--- config.mk ---
export PLATFORM = sky130hd
export DESIGN_NAME = rgbb_ram
export DESIGN_NICKNAME = d
export VERILOG_FILES = /design/src/sv/rgbb_ram.sv
export SDC_FILE = /design/constraint.sdc
export NUM_CORES = 1
export LEC_CHECK = 0
export BUFFER_PORTS_ARGS = -buffer_cell sky130_fd_sc_hd__buf_4
export CAP_MARGIN = 20
export CORE_MARGIN = 3
export CORE_UTILIZATION = 44
export CTS_CLUSTER_DIAMETER = 200
export DETAILED_ROUTE_END_ITERATION = 8
export GPL_TIMING_DRIVEN = 0
export SYNTH_ARGS = -nofsm -noshare
export SYNTH_HDL_FRONTEND = slang
export SYNTH_SLANG_ARGS = --single-unit
--- constraint.sdc ---
create_clock -name clk_i -period 2.22 [get_ports clk_i]
set_input_delay 0.222 -clock clk_i [delete_from_list [all_inputs] [get_ports clk_i]]
set_output_delay 0.222 -clock clk_i [all_outputs]
set_load 0.03 [all_outputs]
--- src/sv/rgbb_ram.sv ---
// ----------------------------------------------------------------------------
// rgbb_ram
// Simple dual-port RAM: one write port, one read port with registered data.
// ----------------------------------------------------------------------------
module rgbb_ram #(
  parameter int WIDTH = 8,
  parameter int DEPTH = 16
) (
  input  logic                                     clk_i,
  input  logic                                     we_i,
  input  logic [((DEPTH > 1) ? $clog2(DEPTH) : 1)-1:0] waddr_i,
  input  logic [WIDTH-1:0]                         wdata_i,
  input  logic                                     re_i,
  input  logic [((DEPTH > 1) ? $clog2(DEPTH) : 1)-1:0] raddr_i,
  output logic [WIDTH-1:0]                         rdata_o
);
  logic [WIDTH-1:0] mem_q [DEPTH];
  logic [WIDTH-1:0] rdata_q;

  always_ff @(posedge clk_i) begin
    if (we_i) begin
      mem_q[waddr_i] <= wdata_i;
    end
    if (re_i) begin
      rdata_q <= mem_q[raddr_i];
    end
  end

  assign rdata_o = rdata_q;
endmodule

=== Word-level counts from Yosys, hierarchy flattened ===
Memories as Yosys holds them, arrays and structs flattened. A register that Yosys moved wholly into a read port is not among the register bits.
Cells that the tools add are included.

* Register bits after elaboration: 0
* Latch bits: 0
* Memory bits (writable): 128
* Bits in read-only memories: 0
* Input bits: 19
* Output and inout port bits: 8
* Logic and storage cells: 3
* Memories kept: 1

{| class="wikitable"
|+ Memories
! memory !! depth !! width !! read ports !! clocked after memory_dff !! wr ports !! line !! text
|-
| mem_q || 16 || 8 || 1 || 1 || 1 || 17 || <nowiki>logic [WIDTH-1:0] mem_q [DEPTH];</nowiki>
|}

* $add $sub $neg: 0
* Multiply operators: 0
* Div/mod/pow operators: 0
* $lt $le $gt $ge: 0
* Equal/unequal tests: 0
* Shift operators: 0
* Multiplexer cells: 2
* Bitwise operators: 0
* Reduce and logical (&&, ||, !) cells: 0

{| class="wikitable"
|+ Operators by type and width
! kind !! count
|-
| 1-bit 2-to-1 mux || 2
|}

=== Logic depth before layout (Yosys ltp) ===
Gate-level depths: netlist of the first run.

* Word-level depth: 2
* Mapped depth: 5

=== Least setup slack after synthesis of the first run ===
Ideal clock, no wire load.

* Path type: in2reg
* Start point: input waddr_i[2] in the netlist's numbering
* End point: memory mem_q[0][0], enable pin
* Data arrival time: 1.332 ns
* Path slack: 0.505 ns
* Stages on the path: 2
* Buffers on the path: 0
* Cells stage by stage: or3b_2 nor3_1

{| class="wikitable"
|+ RTL lines
! element !! line !! text
|-
| start: declaration || 11 || <nowiki>input logic [((DEPTH > 1) ? $clog2(DEPTH) : 1)-1:0] waddr_i,</nowiki>
|-
| end: declaration || 17 ||
|}

Straight into the memory's write port.

==> key figures, run 1 <==
Clocking
  • Sink Count: 136
  • H-tree Lvls: 4
  • Post-cts resize count: 0
  • Clk slew on worst S/H paths: 60 ps
  • CTS Root Cell: clkbuf_16
  • CTS tree: built
  • CTS Hold Bufs: 0
  • Post-CTS setup buffer count: 0
  • CTS Buffer Depth: 2
  • Total CTS buffers: 17
  • Worst skew pair latency: between 400 and 500 ps

Power and ir drop
  • Internal power consumption: approximately 4600 uW
  • Power per Cell Area: 938 nW/um2
  • Power consumption: 5780 uW
  • Sw frac: 19.9%
  • Net switching power: 1150 uW
  • Pleak: slightly above 0.002 uW
  • Peak supply drop: around 0.00049 V
  • Clock share of power: 44.3%
  • Seq pwr share: 50.3%
  • Combinational Power Share: 5.4%

Timing
  • Worst-margin pin slew: roughly 860 ps
  • Fin crit share: 72.2%
  • Hold Vio Cnt, Final: 0
  • Rel. slew slack: 42.7%
  • Min Tclk post-route: 1600 ps
  • F_max: between 0.6 and 0.7 GHz
  • Max-slew violation count: 0
  • WHS: 93.6 ps
  • RSZ-0062 raised after global routing: false
  • Final Skew: about 6.2 ps
  • Final setup viols: 0

Setup path
  • Highest-delay cell along the critical path: mux4_2
  • Critical Path Start Type: register
  • CP peak stage delay: 470 ps
  • Arrival time worst endpoint: 1740 ps
  • Reg2reg start: mem_q[3][7]
  • CP Class: register to register
  • Worst setup EP type: register
  • CP endpoint: rdata_o[7]
  • Reg2reg path depth: 3
  • Critical Path, Cell by Cell: mux4_2 > a22oi_1 > nand2_1
  • CP Buf/Inv Count: 0
  • Critical path depth: 3
  • Reg-to-Reg End: rdata_o[7]
  • CP max FO: 1
  • R2r setup slk: 620 ps
  • Crit. Startpoint: mem_q[3][7]
  • CP top delay family: multiplexers
  • Req. time, crit path: 2360 ps

Place
  • Port buffer count: 25
  • Gpl congestion: 0.716
  • Placed Area: 5620 um2
  • Dpl hpwl: ~6400 um

GRT
  • Largest net degree at the start of global routing: 17
  • Vias in the first global route: between 2k and 2.5k
  • Grt ovf: 0
  • First-pass GRT wire length: around 15,000 um
  • Antenna violations before repair: 0
  • Total GRT Usage: 16.6%

Finish
  • Final nets: about 300
  • Most frequent cells in the layout: edfxtp_1 (136), buf_4 (28), mux4_2 (18), clkbuf_16 (17), a22oi_1 (16)
  • Area occupied by multi-input gates: 1060 um2
  • Final instance area: ~6200 um2
  • Area Growth Syn to Fin: 17.8%
  • Number of fill cells in the layout: 891
  • Number of diodes: 0
  • Commonest non-fill, non-tap cell in the layout: edfxtp_1
  • Sequential cell area: approximately 4100 um2
  • Layout cells sized above 1: 28.7%

Logic synthesis
  • Synth Area in Compound Gates: 2.30%
  • Post-synthesis cell area: roughly 5200 um2
  • Post-Synth XOR/XNOR Area: 0%
  • Mux share of post-synthesis cell area: between 10% and 20%
  • Yosys warns: 0
  • Post-Synthesis Cells: ~230
  • Synth Register Bits: 136
  • Yosys cell types: 18
  • Synth Area in Adders: 0%
  • Largest family of logic cells by synthesized area: multiplexers
  • Net Count, Synth: 248
  • Simple-Gate Fraction of Synth Area: 3.14%
  • Avg Inst Size Synth: 22.8 um2
  • Post-synthesis sequential area ratio: roughly four fifths

Routing
  • Drt pass-1 iters: 4
  • Routed Antenna Nets: 0
  • Vias per cell: 5.52
  • Total number of vias: 2,383
  • Post-route DRC: 0
  • Initial DRC Count: 166
  • Detailed Route WL: around 10,000 um
  • DR WL/cell: 23.2 um

Worst hold path
  • Min-delay worst type: input port to register

Die
  • Initial Util: 45.4%
  • IO Pins: 27
  • Die area: 13,200 um2
  • Chip Width: 115 um
  • FP Rows: 39
  • Die Y: 115 um
  • Core Footprint: 11,500 um2

Job
  • Maxcap violations: 0

Status
  • Status: finished clean
## per-stage QoR
stage	util (%)	instances	setup WS, ps	TNS (ps)
after floorplan	-	229	505	0
after global placement	48.6	397	-43.2	-344
after detailed placement	48.8	401	266	0
after CTS	53.5	432	633	0
after global routing	53.5	432	616	0
final	53.5	432	618	0
## worst register-to-register path: stages, from the launching register on
cell and delay (ps):
edfxtp_1 370, mux4_2 470, a22oi_1 370, nand2_1 130
## flip-flops by register name (all words and copies together) (netlist names)
name,flops
mem_q,128
rdata_o,8
## worst min path at each step
| stage | from | to | slack [ps] | cells past startpoint |
|---|---|---|---|---|
| finish | re_i | rdata_o[3] | 90 | 1 |
| global route | re_i | rdata_o[3] | 80 | 1 |
| CTS | re_i | rdata_o[2] | 80 | 1 |
| detailed placement | re_i | rdata_o[1] | 510 | 1 |
| global placement | re_i | rdata_o[1] | 500 | 1 |
| floorplan | wdata_i[0] | mem_q[0][0] | 320 | 0 |
## cell families after synthesis
kind of cell,count (synthesis)
flip-flops,136
AO/OA/AOI/OAI,16
buffers and inverters,10
AND/OR/NAND/NOR,35
multiplexers,32
## cells in the mapped netlist (all sizes together)
| cell | instances | area share (%) |
|---|---|---|
| or3b | 1 | 0.17 |
| and2b | 1 | 0.14 |
| nand2 | 9 | 0.65 |
| nor2 | 13 | 0.93 |
| a22oi | 16 | 2.3 |
| mux4 | 32 | 15 |
| edfxtp | 136 | 78 |
| nor3 | 4 | 0.38 |
| clkdlybuf4s25 | 3 | 0.57 |
| nand3b | 2 | 0.29 |
| buf | 7 | 1.1 |
| nand3 | 1 | 0.096 |
| and2 | 1 | 0.12 |
| nand2b | 2 | 0.24 |
| nor2b | 1 | 0.12 |
## routing by layer
layer / vias up / part of all wire, % / GRT usage [%]
met5: - / 0 / 0
li1: 1082 / - / -
met2: 74 / 48 / 24.6
met4: 0 / 1.7 / 7.59
met1: 1216 / 44 / 23.1
met3: 11 / 6.3 / 4.63
## power by group through the flow
stage,logic (uW),clock network [uW],registers (uW)
floorplan,146,0,2980
global placement,308,0,2960
detailed placement,314,0,2960
CTS,315,2610,2910
global route,334,2730,2910
finish,311,2560,2910
## final cells by class
cell class,instances,share of cell area [%]
Sequential cell,136,66.3
Multi-Input combinational cell,83,17.2
Clock buffer,17,6.91
Timing Repair Buffer,29,3.45
Tap cell,143,2.90
Clock inverter,14,1.87
Buffer,10,1.40
Note: power is estimated with default switching activity, not from simulation.
==> run 2: changes to the inputs <==
clock period = 1.3 ns   (was 2.22 ns; I/O delays follow)
==> run 2 against run 1 <==
The run now ends with negative setup slack left. Routed wire length shrank 1.1%. Global-route usage shrank 0.79 points. Hold slack lost 41 ps. Cell area grew 1.3%. Utilization grew 0.71 points. Via count shrank 0.50%. Clock skew shrank 1.9 ps. Total power grew 77%. Critical endpoint is now rdata_o[4]. Largest cell class unchanged. Largest power group unchanged.
==> key figures, run 2 (synthesis results as in run 1) <==
Finish
  • Final nets: 294 (-0.68%)
  • Commonest non-fill, non-tap cell in the layout: edfxtp_1
  • Post-Layout Cell Count: 430 (-0.46%)
  • Area Growth Syn to Fin: 19.4%
  • Max reg flops: 128 (unchanged)
  • Layout cells sized above 1: 39.0% (+10 points)
  • Number of diodes: 0 (unchanged)
  • Top reg by flops: mem_q
  • Number of fill cells in the layout: 877 (-1.6%)
  • Most frequent cells in the layout: edfxtp_1 (136), mux4_2 (32), buf_4 (26), clkbuf_16 (17), nor2_1 (10)

Status
  • Failing checks: negative setup slack
  • Status: finished with violations

Timing
  • Final worst slack: -124 ps (-742 ps)
  • Max-slew violation count: 0 (unchanged)
  • Hold Vio Cnt, Final: 0 (unchanged)
  • Min Tclk post-route: 1420 ps (-178 ps)
  • Worst-margin pin slew: 775 ps (-82.0 ps)
  • Final Skew: 4.31 ps (-1.92 ps)
  • F_max: 0.702 GHz (+12%)
  • Rel. slew slack: 48.1% (+5.5 points)
  • Fin crit share: 110% (+37 points)
  • RSZ-0062 raised after global routing: true
  • Final setup viols: 8 (+8)

Setup path
  • Critical Path Start Type: register
  • CP peak stage delay: 480 ps (about the same)
  • Arrival time worst endpoint: 1570 ps (-170 ps)
  • CP top delay family: multiplexers
  • Reg2reg path depth: 3 (unchanged)
  • Reg-to-Reg End: rdata_o[4]
  • Highest-delay cell along the critical path: mux4_2
  • CP max FO: 1 (unchanged)
  • Reg2reg start: mem_q[10][4]
  • Worst setup EP type: register
  • Critical Path, Cell by Cell: mux4_2 > a22oi_2 > nand2_1
  • CP Class: register to register
  • CP Buf/Inv Count: 0 (unchanged)
  • Req. time, crit path: 1450 ps (-910 ps)
  • R2r setup slk: -120 ps (-740 ps)

Routing
  • Total number of vias: 2,371 (-0.50%)
  • DR WL/cell: 23.1 um (-0.69%)
  • Detailed Route WL: 9920 um (-1.1%)
  • Initial DRC Count: 215 (+30%)
  • Vias per cell: 5.51 (about the same)
  • Drt pass-1 iters: 4 (unchanged)
  • Routed Antenna Nets: 0 (unchanged)
  • Post-route DRC: 0 (unchanged)

GRT
  • Grt met1 use: 22.9% (-0.13 points)
  • Met3 Use GR: 4.79% (+0.16 points)
  • Met2 Use GR: 23.1% (-1.5 points)
  • Largest net degree at the start of global routing: 17 (unchanged)
  • First-pass GRT wire length: 14,600 um (-1.6%)
  • Total GRT Usage: 15.8% (-0.79 points)
  • Grt ovf: 0 (unchanged)
  • Vias in the first global route: 2,370 (-5.2%)
  • GRT Max-Usage Layer: met2
  • Antenna violations before repair: 0 (unchanged)

Clocking
  • CTS tree: built
  • Post-CTS setup buffer count: 0 (unchanged)
  • H-tree Lvls: 4 (unchanged)
  • CTS Root Cell: clkbuf_16
  • CTS Buffer Depth: 2 (unchanged)
  • Worst skew pair latency: 400 ps (about the same)
  • Clk slew on worst S/H paths: 60 ps (about the same)
  • Total CTS buffers: 17 (unchanged)
  • Sink Count: 136 (unchanged)

Die
  • Die Y: 115 um (unchanged)
  • Core Footprint: 11,500 um2 (unchanged)
  • FP Rows: 39 (unchanged)
  • Die area: 13,200 um2 (unchanged)
  • IO Pins: 27 (unchanged)
  • Chip Width: 115 um (unchanged)
  • Initial Util: 45.4% (unchanged)

Power and ir drop
  • Pleak: 0.00203 uW (-1.7%)
  • Peak supply drop: 0.000899 V (+84%)
  • Seq pwr share: 48.5% (-1.8 points)
  • Clock share of power: 45.9% (+1.6 points)
  • Combinational Power Share: 5.6% (+0.2 points)
  • Power per Cell Area: 1640 nW/um2 (+75%)
  • Sw frac: 20.3% (+0.38 points)
  • Net switching power: 2080 uW (+81%)
  • Internal power consumption: 8170 uW (+76%)

Worst hold path
  • WHS Endpoint: mem_q[14][5]
  • Min-delay worst type: input port to register
  • Hold path start: wdata_i[5]
  • WHS Path Cells: 1 (unchanged)

Place
  • Dpl ws: -544 ps (-810 ps)
  • Gpl congestion: 0.732 (+2.3%)
  • Dpl hpwl: 6300 um (-1.1%)
  • Port buffer count: 25 (unchanged)
  • Placed cells: 398 (-0.75%)

Job
  • Maxcap violations: 0 (unchanged)
run 2: cell count changes in the layout (fill, tap and decap cells not counted), moves of 5 or more:
cell	change
a22oi_2	+7
mux4_2	+14
clkinv_1	-5
a22oi_1	-7
mux4_1	-14
run 2: area by class of cell:
class	count	area (um2)	area share, %
Sequential cell	136	4080	65.4
Multi-Input combinational cell	83	1070	17.1
Clock buffer	17	425	6.82
Timing Repair Buffer	27	205	3.29
Tap cell	143	179	2.87
Clock inverter	14	159	2.55
Buffer	10	120	1.92
run 2: worst max-delay path by stage:
stage                 start          end  slack [ps]  cells past startpoint
3_5_place_dp     waddr_i[2]  mem_q[2][3]        -540                      3
6_report       mem_q[10][4]   rdata_o[4]        -120                      3
3_3_place_gp     waddr_i[2]  mem_q[1][1]        -530                      3
5_1_grt        mem_q[11][0]   rdata_o[0]        -170                      3
4_1_cts        mem_q[11][0]   rdata_o[0]        -140                      3
2_1_floorplan    waddr_i[2]  mem_q[3][0]        -100                      2
run 2: timing repair:
| item | 4_1_cts | 5_1_grt |
|---|---|---|
| hold endpoints to repair | 8 | 0 |
| endpoints found under the setup margin | 40 | 8 |
| hold buffers | 1 | 0 |
| gates resized for setup | 12 | 0 |
| pin swaps | 4 | 0 |
run 2: per-stage QoR:
stage	cell area [um2]	hold WS (ps)	TNS, ps	utilization (%)	total power [uW]
floorplan	5230	229	-3170	-	5370
global placement	5590	420	-41610	48.6	5600
detailed placement	5600	421	-39520	48.6	5620
CTS	6240	44.8	-868	54.2	10300
global route	6240	51.4	-1050	54.2	10500
finish	6240	52.5	-838	54.2	10200
run 2: metal layers:
metal / vias to the layer above / wire (um)
li1: 1056 / -
met1: 1223 / 4470
met2: 84 / 4740
met3: 8 / 612
met4: 0 / 95
met5: - / 0
run 2: power groups by stage:
stage	registers, uW	clock network, uW	logic, uW
floorplan	5100	0	272
global placement	5050	0	553
detailed placement	5050	0	561
CTS	4970	4760	586
global route	4970	4950	615
finish	4960	4700	575
run 2: worst reg2reg max path, stage by stage (launching register included):
cell and delay (ps):
edfxtp_1 390, mux4_2 480, a22oi_2 200, nand2_1 100
